==> config.mk <==
export PLATFORM = sky130hd
export DESIGN_NAME = bmva_col_cell
export DESIGN_NICKNAME = d
export VERILOG_FILES = /design/src/rtl/bmva_pkg.sv /design/src/rtl/bmva_col_cell.sv
export SDC_FILE = /design/constraint.sdc
export NUM_CORES = 1
export LEC_CHECK = 0
export ABC_AREA = 1
export BUFFER_PORTS_ARGS = -buffer_cell sky130_fd_sc_hd__buf_4
export CORE_UTILIZATION = 60
export CTS_CLUSTER_DIAMETER = 200
export DETAILED_ROUTE_END_ITERATION = 6
export GPL_ROUTABILITY_DRIVEN = 0
export PLACE_DENSITY = 0.87
export SLEW_MARGIN = 20
export SYNTH_ARGS = -nofsm -noshare
export SYNTH_HDL_FRONTEND = slang
export SYNTH_SLANG_ARGS = --single-unit
==> constraint.sdc <==
create_clock -name i_clk -period 8.35 [get_ports i_clk]
set_input_delay 2.0875 -clock i_clk [delete_from_list [all_inputs] [get_ports i_clk]]
set_output_delay 2.0875 -clock i_clk [all_outputs]
set_load 0.05 [all_outputs]
==> src/rtl/bmva_pkg.sv <==
package bmva_pkg;

    localparam int MAX_BOXES_DEF  = 16;
    localparam int COUNT_BITS_DEF = 16;
    localparam int USED_W         = 5;
    localparam int CFG_IDX_W      = 2;

    localparam logic [1:0] MODE_LOAD_PREV = 2'd0;
    localparam logic [1:0] MODE_LOAD_CURR = 2'd1;
    localparam logic [1:0] MODE_MATCH     = 2'd2;
    localparam logic [1:0] MODE_FINISH    = 2'd3;

    localparam logic [CFG_IDX_W-1:0] CFG_PREV_USED = 2'd0;
    localparam logic [CFG_IDX_W-1:0] CFG_CURR_USED = 2'd1;

    typedef struct packed {
        logic signed [12:0] left;
        logic signed [12:0] top;
        logic [11:0]        w;
        logic [11:0]        h;
    } t_box;

    typedef struct packed {
        logic load;
        logic vote;
        logic scan;
        logic shift;
        logic clear;
    } t_row_ctrl;

    function automatic logic box_holds(t_box b, logic [11:0] x, logic [11:0] y);
        logic signed [13:0] sx;
        logic signed [13:0] sy;
        logic signed [13:0] l;
        logic signed [13:0] t;
        logic signed [13:0] re;
        logic signed [13:0] be;
        sx = $signed({2'b00, x});
        sy = $signed({2'b00, y});
        l  = $signed({b.left[12], b.left});
        t  = $signed({b.top[12], b.top});
        re = l + $signed({2'b00, b.w});
        be = t + $signed({2'b00, b.h});
        return (l <= sx) && (sx < re) && (t <= sy) && (sy < be);
    endfunction

endpackage

==> src/rtl/bmva_col_cell.sv <==
module bmva_col_cell
    import bmva_pkg::*;
(
    input  logic        i_clk,
    input  logic        i_load,
    input  t_box        i_box,
    input  logic [11:0] i_x,
    input  logic [11:0] i_y,
    output logic        o_hit
);

    t_box r_box;

    always_ff @(posedge i_clk) begin
        if (i_load) begin
            r_box <= i_box;
        end
    end

    assign o_hit = box_holds(r_box, i_x, i_y);

endmodule

[Word-level counts from Yosys, hierarchy flattened]
Index checks and enable logic that the tools add are counted.
Storage, ports and cells
  bits in writable memories: 0
  latch bits: 0
  word-level logic and storage cells: 13
  bits in read-only memories: 0
  memories: 0
  output and inout port bits: 1
  input port bits: 76
  bits in registers: 50
Operators by class
  multiply operators: 0
  add/subtract/negate cells: 2
  bitwise logic cells: 0
  reductions and logical operators: 3
  divide/modulo/power cells: 0
  $lt $le $gt $ge: 4
  shift-type cells: 0
  eq/ne operators: 0
  multiplexer cells: 0
Operators with widths (count)
  adder 13 x 13 -> 14 bit: 2
  less-than comparator 13 x 14 -> 1 bit: 2
  <= comparator 13 bit: 2
  logical AND 1 bit: 3

[Depth between registers and ports, before layout]
  depth after elaboration: 5
  mapped depth: 18
  mapped depth without buffers: 18

[Worst setup path after synthesis]
OpenSTA, ideal clock, no wires.
  path kind: input port to output port
  start point: input i_y[6]
  end point: output o_hit
  arrival time: 3656 ps
  required time: 6262 ps
  path buffers: 0
  path slack: 2606 ps
  stages on the path: 13
  cells stage by stage: inv_1 > ha_1 > nand2_1 > nand2_1 > nand2_1 > nand2_1 > a21oi_1 > nand2_1 > nand3_1 > nand2_1 > nor2_1 > nand2_1 > nor2_1
Between the ends
  longest elaborated chain between the ends: 3
  elaborated cells between the ends (all ways): 4
  classes of those cells: order compare: 2; reduce/logical: 2
RTL lines
  start, declared: RTL line bmva_col_cell.sv:8  | input logic [11:0] i_y,
  <= comparator 13 bit: RTL line bmva_pkg.sv:44  | return (l <= sx) && (sx < re) && (t <= sy) && (sy < be);
  logical AND 1 bit: RTL line bmva_pkg.sv:44
  logical AND 1 bit (*): RTL line bmva_pkg.sv:44
  end, declared: RTL line bmva_col_cell.sv:9  | output logic o_hit
Mark *: on every way between the ends. The rest lies on a longest branch, timed or not.

[Worst setup path in the final report]
  start point: input i_x[11]
  end point: output o_hit
Between the ends
  longest elaborated chain between the ends: 4
  elaborated cells between the ends (all ways): 5
  classes of those cells: order compare: 2; reduce/logical: 3
RTL lines
  start, declared: RTL line bmva_col_cell.sv:7  | input logic [11:0] i_x,
  less-than comparator 13 x 14 -> 1 bit or <= comparator 13 bit (tied branches): RTL line bmva_pkg.sv:44
  logical AND 1 bit (*) (3 in a row): RTL line bmva_pkg.sv:44
Marked as above.

==> implementation parameters <==
Parameter                              Value

STA
  Normalized max-slew margin ... 0.610
  Post-route fraction of the period consumed by the critical path ... 0.682
  Max-slew violation total from the final report ... 0
  Post-route minimum period ... 5700 ps
  Final setup viols ... 0
  Max Clock Freq ... 176 MHz
  Worst Max-Slew Pin Slew ... between 500 and 600 ps
  Aggregate negative setup slack ... 0 ps
  Setup repair after global routing missed its margin ... false
  Endpoints failing hold ... 0

Outcome
  Status ... completed

Yosys
  Share of synthesized registers carrying an async set or reset ... 0
  Number of warnings printed during yosys synthesis ... 0
  Library cells used by synthesis ... 31
  Most frequently used flop master after synthesis ... edfxtp_1
  Number of enable flip-flop cells after synthesis ... 50
  Mapped Nets ... 605
  Number of flip-flops and latches in the synthesized netlist ... 50
  Share of synthesized area occupied by flip-flops and latches ... 0.375
  Post-Synthesis Cells ... 457
  Total standard cell area after synthesis ... 0.00401 mm^2
  Mean area per synthesized cell ... 8.77 um^2

Placed design
  Inst Count DP ... 610
  Cell area after placement ... 0.00467 mm^2
  Half-perimeter wire length after placement ... between 6000 and 7000 um
  Total of buffers placed on input and output ports ... 76

Pwr
  Worst IR Drop VDD ... 0.111 mV
  Leak Pwr ... 2.41 nW
  Total power per unit cell area ... 157 mW/mm^2

Finish
  Max reg flops ... 50
  Non-filler instance count after layout ... about 620
  Diodes inserted ... 0
  Area of the multi-input gates ... about 0.0022 mm^2
  Nets@finish ... 688
  Fill cells ... 461
  Final core utilization ... 0.745
  Area growth from synthesis to layout ... 18.7%
  Final cell area excluding filler cells ... 0.00476 mm^2
  Top flop regs ... r_box x50
  Layout cells sized above 1 ... 0.189
  Register area ... approximately 0.0015 mm^2
  Register with the most flip-flops ... r_box

Clock tree
  Root buffer cell ... clkbuf_8
  Cts-stage hold buffer count ... 0
  CTS tree ... done
  Clock Path Buffers ... 2
  Resized cells post-CTS ... 0
  Clock transition at the registers of the reported paths ... 80 ps
  Depth of the CTS H-tree ... 2
  CTS sink cnt ... 50
  Number of buffers inserted by post-CTS setup repair ... 0
  Clock buffer count from CTS ... 5

Floorplanning
  Die ar. ... 0.00701 mm^2
  Area inside the core boundary ... approximately 0.0064 mm^2
  Initial Util ... 0.628
  X dimension of the die ... 83.7 um
  Number of rows in the core area ... 29
  DIE HEIGHT ... between 80 and 90 um
  Top Ports ... 77

Detailed routing
  Drt wl/cell ... ~13 um
  Drt via density ... 5.36
  Detailed-route DRC error count ... 0
  Remaining antenna violation count ... 0
  Router iterations before antenna repair ... 4
  Overall routed net length ... 7910 um
  Via count ... about 3300
  First-iteration detailed-routing DRC count ... 71

Min path
  Hold path startpoint ... i_box[40]
  Min-Delay Path Depth ... 1
  Kind of path behind the tightest hold check ... input port to register
  Endpoint of the worst hold-timing path ... r_box[40]$_DFFE_PP_

Global route
  Gr ovfl total ... 0
  Pin count of the biggest net entering global routing ... 51
  GR Util All Layers ... 0.242
  Number of antenna violations at the first check in global routing ... 0
  Wire length of the first global-routing pass ... approximately 14000 um
  Via count of the first global-routing pass ... 3408

Critical path
  Critical Setup Path Class ... input port to primary output
  Crit path DAT ... 3610 ps
  Worst setup EP type ... primary output
  Critical path launch point type ... input port
  Required time worst endpoint ... 6260 ps
  CP Max Fanout ... 2

Run
  Max-capacitance violation count ... 0
placed cells by master, fill, tap and decap left out, types with 2 or more instances in the layout:
cell,netlist,final
a21boi_0,2,2
a21o_1,3,3
a21oi_1,31,31
a21oi_2,5,5
a31oi_1,2,2
buf_4,0,76
clkbuf_8,0,5
edfxtp_1,50,50
fa_1,2,2
ha_1,70,70
inv_1,75,75
inv_2,2,2
nand2_1,114,114
nand2_2,3,3
nand3_1,13,13
nand3_2,3,3
nand4_1,10,10
nor2_1,29,29
nor3_1,3,3
o21a_1,3,3
o21ai_0,4,4
o21ai_1,2,2
o21ai_2,3,3
xnor2_1,9,9
xor2_1,11,11
metrics by stage:
step           worst slack (ps)  hold WS (ps)  total power [mW]
6_report                   2650          1960             0.745
5_1_grt                    2510          1950             0.805
4_1_cts                    2640          1950             0.749
3_5_place_dp               2630          2270             0.621
3_3_place_gp               2680          2270             0.605
2_1_floorplan              2610          2190             0.530
how the worst max path moves through the flow:
stage | cells after the start | from | to | slack [ps]
after floorplan | 13 | i_y[6] | o_hit | 2610
final | 15 | i_x[11] | o_hit | 2650
after detailed placement | 15 | i_y[11] | o_hit | 2630
after CTS | 15 | i_y[11] | o_hit | 2640
after global routing | 15 | i_x[11] | o_hit | 2510
after global placement | 15 | i_x[11] | o_hit | 2680
cell usage after synthesis, types with 3 or more instances:
cell type	instances	share of area
a21o_1	3	0.0056
nand3_2	3	0.0075
o21ai_2	3	0.0066
nand4_1	10	0.016
ha_1	70	0.22
a21oi_2	5	0.011
nor3_1	3	0.0037
nand2_2	3	0.0047
nand2_1	114	0.11
o21ai_0	4	0.0050
inv_1	75	0.070
xnor2_1	9	0.020
nand3_1	13	0.016
xor2_1	11	0.024
o21a_1	3	0.0056
nor2_1	29	0.027
edfxtp_1	50	0.37
a21oi_1	31	0.039
critical path: stages:
cell	delay [ps]
buf_4	90
inv_1	30
ha_1	290
inv_1	60
nor3_1	300
inv_1	80
nor2_1	100
nand2_1	60
nand2_1	60
nand3_1	60
nand2_1	70
nor2_1	40
nand2_1	60
nor2_1	40
buf_4	190
area by class of cell:
class | instances | area share
sequential | 50 | 0.316
timing repair buffer | 76 | 0.120
multi-input combinational | 330 | 0.466
inverter | 77 | 0.0608
clock inverter | 2 | 0.00184
tap | 77 | 0.0203
clock buffer | 6 | 0.0153
layer usage:
layer  vias up  share of wire  global-route usage
li1       1699              -                   -
met3        10          0.039              0.0277
met5         -              0                   0
met4         0          0.014              0.0601
met2        90           0.54               0.486
met1      1514           0.41               0.267
cells by family (layout without fill, tap and decap cells):
kind of cell	count (synthesis)	in the layout	share of synthesized area
and+or+nand+nor	179	179	0.191
buffers and inverters	77	161	0.0721
adders and majority gates	72	72	0.229
AOI/OAI and AO/OA	59	59	0.0902
DFF	50	50	0.375
xor gates and xnor gates	20	20	0.0437
power breakdown:
| part | switching [mW] | internal, mW |
|---|---|---|
| sequential | 0.0121 | 0.299 |
| combinational | 0.171 | 0.134 |
| clock | 0.0706 | 0.0576 |
| total | 0.254 | 0.491 |
Note: power is estimated with default switching activity, not from simulation.
