File: src/rtl/bmva_pkg.sv
package bmva_pkg;

    localparam int MAX_BOXES_DEF  = 16;
    localparam int COUNT_BITS_DEF = 16;
    localparam int USED_W         = 5;
    localparam int CFG_IDX_W      = 2;

    localparam logic [1:0] MODE_LOAD_PREV = 2'd0;
    localparam logic [1:0] MODE_LOAD_CURR = 2'd1;
    localparam logic [1:0] MODE_MATCH     = 2'd2;
    localparam logic [1:0] MODE_FINISH    = 2'd3;

    localparam logic [CFG_IDX_W-1:0] CFG_PREV_USED = 2'd0;
    localparam logic [CFG_IDX_W-1:0] CFG_CURR_USED = 2'd1;

    typedef struct packed {
        logic signed [12:0] left;
        logic signed [12:0] top;
        logic [11:0]        w;
        logic [11:0]        h;
    } t_box;

    typedef struct packed {
        logic load;
        logic vote;
        logic scan;
        logic shift;
        logic clear;
    } t_row_ctrl;

    function automatic logic box_holds(t_box b, logic [11:0] x, logic [11:0] y);
        logic signed [13:0] sx;
        logic signed [13:0] sy;
        logic signed [13:0] l;
        logic signed [13:0] t;
        logic signed [13:0] re;
        logic signed [13:0] be;
        sx = $signed({2'b00, x});
        sy = $signed({2'b00, y});
        l  = $signed({b.left[12], b.left});
        t  = $signed({b.top[12], b.top});
        re = l + $signed({2'b00, b.w});
        be = t + $signed({2'b00, b.h});
        return (l <= sx) && (sx < re) && (t <= sy) && (sy < be);
    endfunction

endpackage

File: src/rtl/bmva_row_cell.sv
module bmva_row_cell
    import bmva_pkg::*;
#(
    parameter int MAX_BOXES  = MAX_BOXES_DEF,
    parameter int COUNT_BITS = COUNT_BITS_DEF,
    localparam int IW = $clog2(MAX_BOXES)
) (
    input  logic                  i_clk,
    input  logic                  i_rst_n,
    input  t_row_ctrl             i_ctrl,
    input  logic                  i_active,
    input  t_box                  i_box,
    input  logic [11:0]           i_x,
    input  logic [11:0]           i_y,
    input  logic [MAX_BOXES-1:0]  i_col_hit,
    input  logic [IW-1:0]         i_scan_col,
    input  logic [IW-1:0]         i_shift_id,
    input  logic [COUNT_BITS-1:0] i_shift_cnt,
    output logic [IW-1:0]         o_best_id,
    output logic [COUNT_BITS-1:0] o_best_cnt
);

    t_box                  r_box;
    logic [COUNT_BITS-1:0] r_cnt [MAX_BOXES];
    logic [IW-1:0]         r_id;
    logic [COUNT_BITS-1:0] r_best;
    logic                  row_hit;
    logic [COUNT_BITS-1:0] scan_val;

    assign row_hit  = i_active && box_holds(r_box, i_x, i_y);
    assign scan_val = r_cnt[i_scan_col];

    always_ff @(posedge i_clk) begin
        if (i_ctrl.load) begin
            r_box <= i_box;
        end
    end

    always_ff @(posedge i_clk) begin
        if (!i_rst_n || i_ctrl.clear) begin
            for (int c = 0; c < MAX_BOXES; c++) begin
                r_cnt[c] <= '0;
            end
            r_best <= '0;
            r_id   <= '0;
        end else begin
            if (i_ctrl.vote && row_hit) begin
                for (int c = 0; c < MAX_BOXES; c++) begin
                    if (i_col_hit[c] && (r_cnt[c] != '1)) begin
                        r_cnt[c] <= r_cnt[c] + 1'b1;
                    end
                end
            end
            if (i_ctrl.scan && (scan_val > r_best)) begin
                r_best <= scan_val;
                r_id   <= i_scan_col;
            end else if (i_ctrl.shift) begin
                r_best <= i_shift_cnt;
                r_id   <= i_shift_id;
            end
        end
    end

    assign o_best_id  = r_id;
    assign o_best_cnt = r_best;

endmodule

File: config.mk
export PLATFORM = sky130hd
export DESIGN_NAME = bmva_row_cell
export DESIGN_NICKNAME = d
export VERILOG_FILES = /design/src/rtl/bmva_pkg.sv /design/src/rtl/bmva_row_cell.sv
export SDC_FILE = /design/constraint.sdc
export NUM_CORES = 1
export LEC_CHECK = 0
export BUFFER_PORTS_ARGS = -buffer_cell sky130_fd_sc_hd__buf_2
export CAP_MARGIN = 10
export CELL_PAD_IN_SITES_DETAIL_PLACEMENT = 0
export CELL_PAD_IN_SITES_GLOBAL_PLACEMENT = 1
export CORE_UTILIZATION = 50
export CTS_CLUSTER_DIAMETER = 150
export DETAILED_ROUTE_END_ITERATION = 10
export GPL_ROUTABILITY_DRIVEN = 0
export PLACE_DENSITY_LB_ADDON = 0.1
export SKIP_LAST_GASP = 1
export SYNTH_ARGS = -nofsm -noshare
export SYNTH_HDL_FRONTEND = slang
export SYNTH_SLANG_ARGS = --single-unit
File: constraint.sdc
create_clock -name i_clk -period 6.15 [get_ports i_clk]
set_input_delay 1.5375 -clock i_clk [delete_from_list [all_inputs] [get_ports i_clk]]
set_output_delay 1.5375 -clock i_clk [all_outputs]
set_load 0.02 [all_outputs]
=== Yosys cells after proc, flatten, opt, wreduce, memory -nomap -nowiden ===
Memories as Yosys holds them, arrays and structs flattened.
Cells that the tools add are included.

* Output and inout bits: 20
* RAM bits: 256
* Memories kept: 1
* Input port bits: 122
* Flip-flop bits (word level): 70
* Word-level logic and storage cells: 173

* Reductions and logical operators: 25
* $add $sub $neg: 18
* $lt $le $gt $ge: 5
* Equal/unequal tests: 16
* Bitwise operators: 16
* Mux-type cells: 86

{| class="wikitable"
|+ Memory list
! name !! words !! width !! read ports !! clocked after memory_dff !! wr ports !! line !! text
|-
| r_cnt || 16 || 16 || 17 || 0 || 16 || bmva_row_cell.sv:24 || <nowiki>logic [COUNT_BITS-1:0] r_cnt [MAX_BOXES];</nowiki>
|}

{| class="wikitable"
|+ Operators by type and width
! kind !! number
|-
| $mux W16 || 18
|-
| $add A16 B1 Y16 const B || 16
|-
| $ne A16 B16 Y1 const B || 16
|-
| $mux W1 || 66
|-
| $add A13 B13 Y14 || 2
|-
| $lt A13 B14 Y1 || 2
|-
| $le A13 B13 Y1 || 2
|-
| $logic_and A1 B1 Y1 || 22
|-
| $gt A16 B16 Y1 || 1
|-
| $or A1 B1 Y1 || 16
|-
| $mux W4 || 2
|-
| $reduce_bool A2 Y1 || 1
|-
| $logic_not A1 Y1 || 1
|-
| $logic_or A1 B1 Y1 || 1
|}

=== Logic depth before layout (Yosys ltp) ===
* Depth after elaboration: 11
* Depth in mapped cells: 18
* Depth with buffers taken out: 16

=== Worst setup path after synthesis ===
Ideal clock, no wire load.

* Kind: input port to flip-flop
* From: input port i_scan_col[0]
* To: register r_best[5], in the netlist o_best_cnt[5]
* Arrival time: 5.199 ns
* Setup time: 0.132 ns
* Cell stages on the path: 11
* Data required time: 6.018 ns
* Buffers on the path: 3
* Setup slack: 0.819 ns
* Path through: buf_2 > buf_1 > mux4_2 > mux4_2 > ha_1 > nand4_1 > or2_2 > o31ai_1 > clkbuf_1 > o221a_2 > nor3_1

* Cells in the longest elaborated chain, start to end: 4
* Elaborated cells between the ends (all ways): 5
* Classes of those cells: order compare (1); mux (1); reduce/logical (2); memory (1)

{| class="wikitable"
|+ RTL lines
! element !! line !! text
|-
| from (decl) || bmva_row_cell.sv:16 || <nowiki>input logic [IW-1:0] i_scan_col,</nowiki>
|-
| $mem_v2 Z16 W16 * || - ||
|-
| $gt A16 B16 Y1 || bmva_row_cell.sv:54 || <nowiki>if (i_ctrl.scan && (scan_val > r_best)) begin</nowiki>
|-
| $logic_and A1 B1 Y1 || bmva_row_cell.sv:54 ||
|-
| $mux W16 or $reduce_bool A2 Y1 (tied branches) || - ||
|-
| to (signal assigned) || bmva_row_cell.sv:55 || <nowiki>r_best <= scan_val;</nowiki>
|-
| to (signal assigned) || bmva_row_cell.sv:58 || <nowiki>r_best <= i_shift_cnt;</nowiki>
|-
| to (decl) || bmva_row_cell.sv:26 || <nowiki>logic [COUNT_BITS-1:0] r_best;</nowiki>
|}

Every way passes the cells marked *; elsewhere a longest branch is shown, timed or not.
A chain may end at the register's enable or synchronous reset.

==> run summary <==
The flow ran to the end, and the final reports show no timing, DRC or antenna violations. The post-cts gate resize count is 0. The power after layout is 6257 uW. STA classifies the critical path endpoint as a flip-flop. The final layout contains 2187 nets. The synthesized design contains 326 register bits. By startpoint and endpoint, the worst setup path is classified as flip-flop to flip-flop.

Summed over all instances, the cell type with the most area after synthesis is sky130_fd_sc_hd__edfxtp_1. The logs give 52680 um for the post-detailed-routing wire length and 1291 for the detailed router's first-iteration violation count. The core region is 39910 sq um. The initial antenna violation count came out at 2. The arrival time at the worst endpoint was 5.38 ns. The share of the synthesized area in the top cell type was 0.4526. The number of enable-type register cells in the synthesized netlist was 306. Traced cell by cell, the critical path runs through ha_1 -> and2_1 -> a311o_1 -> a221o_1 -> or2_2 -> a21o_1 -> a21oi_1 -> xor2_1 -> ha_1 -> o21ai_0 -> nand2b_1 -> a22oi_1 -> o21ai_0 -> nand2_1 -> nand3_2 -> buf_4 -> o31ai_2 -> buf_4. Initial standard-cell utilization of the core: 0.5086.

The actual slew at the worst max-slew pin came out at 1.084 ns. For the placement-stage cell area, the log shows 21720 sq um. Most repeated cell in the gate-level netlist after synthesis: sky130_fd_sc_hd__edfxtp_1. The worst hold path cell count was 1; the via count was 15140.

The ratio of routed vias to standard cells was 6.022. The sum of negative setup slack came out at 0 ns. The die is 203.5 um tall. For this design, the sink count on the clock tree is 326. The average wire length per cell after detail routing is 20.96 um, and the horizontal extent of the die is 203.5 um.

The Yosys step of the flow raised 0 warnings. The global-route usage over all layers came out at 0.2583. The sum of overflow across all layers after global routing came out at 0. No sink is reached through more buffers than the 3 on the longest clock path.

For the sequential-to-total area share from yosys stat, the log shows 0.4723. After floorplanning, the core was divided into 73 placement rows. The run gives 14510 as the via count of the first global-routing pass. The DRC violation count after routing was 0. IR analysis of the VDD net gives a maximum drop of 0.2422 mV.

The number of buffers inserted to repair setup after CTS was 0; the number of nets produced by synthesis was 2058. Of all nets on the critical path, the largest fanout is 12. The fraction of final layout cells sized beyond drive strength 1 came out at 0.1756.

The floorplan die area came out at 41410 sq um. Detailed placement finished with a half-perimeter wire length of 39130 um. Static timing analysis puts the maximum clock frequency at 195.0 MHz.

The fraction of the cycle the final worst path needs is 0.8341. By area the synthesized netlist is led by sky130_fd_sc_hd__edfxtp_1 (45%), sky130_fd_sc_hd__mux4_2 (8.9%), sky130_fd_sc_hd__xor2_1 (6.3%), sky130_fd_sc_hd__ha_1 (6.3%), sky130_fd_sc_hd__nor3_1 (5.2%). The detailed-router iteration count before antenna repair came out at 5.

Top flip-flop cell by instance count after synthesis: sky130_fd_sc_hd__edfxtp_1. The finished cells cover 22990 sq um. For the endpoint required time on the critical path, the log shows 6.40 ns. The detail route stage leaves a number of antenna-violating nets equal to 0.

Final-report max-slew violation count: 0. The worst register-to-register path has a depth of 18. The wire length of the first global-routing pass is 82390 um. STA classifies the critical path startpoint as a flip-flop. After layout, the minimum clock period comes to 5.129 ns.

The slowest cell on the critical path is sky130_fd_sc_hd__o31ai_2. The worst-case clock skew was 0.02403 ns; the insertion delay to the later sink of the worst-skew pair was 0.56 ns. Broken down by cell family, the worst path's largest delay share belongs to compound AO/OA/AOI/OAI gates. The maximum number of pins on one net before global-route repair came out at 97. The synthesized netlist contains 53 unique library cells. The share of flip-flops with an asynchronous set or reset came out at 0. TritonCTS built the clock tree.

For the count of final hold-check violations, the log shows 0. Setup repair after global routing left no endpoint under its margin. The number of hold buffers added after cts was 0; the final core utilization was 0.5760. For the post-synthesis instance area, the log shows 20300 sq um.

Number of I/O port buffers: 141. By count the netlist is led by sky130_fd_sc_hd__edfxtp_1 (306), sky130_fd_sc_hd__nor3_1 (209), sky130_fd_sc_hd__nor2_1 (162). Counting both buffers and inverters, the worst setup path holds a total of 2. In this run the worst hold path is classified as flip-flop to flip-flop.

The number of setup violations in the final report is 0. The cell chosen for the clock root was sky130_fd_sc_hd__clkbuf_16. The number of top-level pins is 142. Each instance of the synthesized netlist takes up on average 11.08 sq um.

After clock tree synthesis, the clock-pin slew on the worst setup and hold paths is 0.06 ns. The largest single stage delay on the critical path is 0.44 ns. The tool flagged a number of max-cap violations equal to 0.

From synthesis to final layout, the design area changed by 13.24%. For the tightest slew margin relative to the limit, the log shows 0.2770. For this design the ratio of total power to cell area is 272.1 nW/um^2.

The gate count after technology mapping came out at 1832. The level count of the clock H-tree is 2, and the depth of the critical timing path with buffers and inverters included is 18. The number of buffers created by CTS was 39; the leakage power summed over all cells was 0.008292 uW.
per-layer routing:
metal	wire, um	vias up	global-route usage
li1	-	7140	-
met1	23840	7360	0.3825
met2	22980	553	0.3813
met3	4392	85	0.04554
met4	1457	2	0.08808
met5	13	-	0
flip-flops by register name (all words and copies together) (netlist names):
signal	cells
o_best_cnt	16
o_best_id	4
r_box	50
r_cnt	256
stage by stage:
step | instances | setup slack, ns | hold slack, ns
5_1_grt | 2513 | 0.7233 | 0.6323
3_5_place_dp | 2445 | 0.8661 | 0.6061
6_report | 2514 | 1.021 | 0.6109
4_1_cts | 2513 | 1.037 | 0.6140
3_3_place_gp | 2445 | 0.9049 | 0.5933
2_1_floorplan | 1832 | 0.8193 | 0.5711
placed cells by master, fill, tap and decap left out, drive strengths merged, types with 11 or more instances in the layout:
master / instances
nand2: 119
clkbuf: 50
o221a: 15
and3: 38
xor2: 147
dfxtp: 20
xnor2: 91
buf: 173
inv: 72
edfxtp: 306
ha: 102
clkinv: 11
nand4: 57
nor2: 162
nor2b: 11
nor3: 209
nand3: 105
o21ai: 35
o31ai: 22
mux4: 80
a21o: 17
and2: 14
a211oi: 12
a21oi: 36
area by class of cell:
| type | instances | area (sq um) |
|---|---|---|
| Fill cell | 3395 | 16920 |
| Multi-Input combinational cell | 1349 | 10210 |
| Sequential cell | 326 | 9589 |
| Clock buffer | 50 | 1060 |
| Timing Repair Buffer | 173 | 985.9 |
| Tap cell | 525 | 656.9 |
| Inverter | 72 | 270.3 |
| Clock inverter | 18 | 212.7 |
| Antenna cell | 1 | 2.502 |
worst reg2reg max path, cell delays in order (launching register included):
cell,delay [ns]
sky130_fd_sc_hd__edfxtp_1,0.40
sky130_fd_sc_hd__ha_1,0.38
sky130_fd_sc_hd__and2_1,0.21
sky130_fd_sc_hd__a311o_1,0.33
sky130_fd_sc_hd__a221o_1,0.30
sky130_fd_sc_hd__or2_2,0.30
sky130_fd_sc_hd__a21o_1,0.18
sky130_fd_sc_hd__a21oi_1,0.18
sky130_fd_sc_hd__xor2_1,0.18
sky130_fd_sc_hd__ha_1,0.26
sky130_fd_sc_hd__o21ai_0,0.09
sky130_fd_sc_hd__nand2b_1,0.08
sky130_fd_sc_hd__a22oi_1,0.17
sky130_fd_sc_hd__o21ai_0,0.16
sky130_fd_sc_hd__nand2_1,0.20
sky130_fd_sc_hd__nand3_2,0.34
sky130_fd_sc_hd__buf_4,0.34
sky130_fd_sc_hd__o31ai_2,0.45
sky130_fd_sc_hd__buf_4,0.29
logic make-up (layout without fill, tap and decap cells):
logic type	after synthesis	count (layout)	synth area share
buf+inv	157	313	0.03075
other cells	0	1	0
mux	80	80	0.08875
fa+ha+maj	104	104	0.06483
flops	326	326	0.4723
compound gates	174	174	0.06071
simple gates	753	753	0.1800
xor+xnor	238	238	0.1027
final timing paths:
kind,slack [ns],end,startpoint
worst max-delay path,1.02,r_cnt[6][8],r_box[44]
worst min-delay path,0.61,r_cnt[12][0],r_cnt[12][0]
worst max register to register,1.02,r_cnt[6][8],r_box[44]
worst min register to register,0.61,r_cnt[12][0],r_cnt[12][0]
where the power goes:
group / switching (uW) / internal, uW / total [uW]
Clock: 921 / 1420 / 2340
Sequential: 191 / 2600 / 2790
Combinational: 655 / 467 / 1120
Total: 1770 / 4490 / 6260
Note: power is estimated with default switching activity, not from simulation.
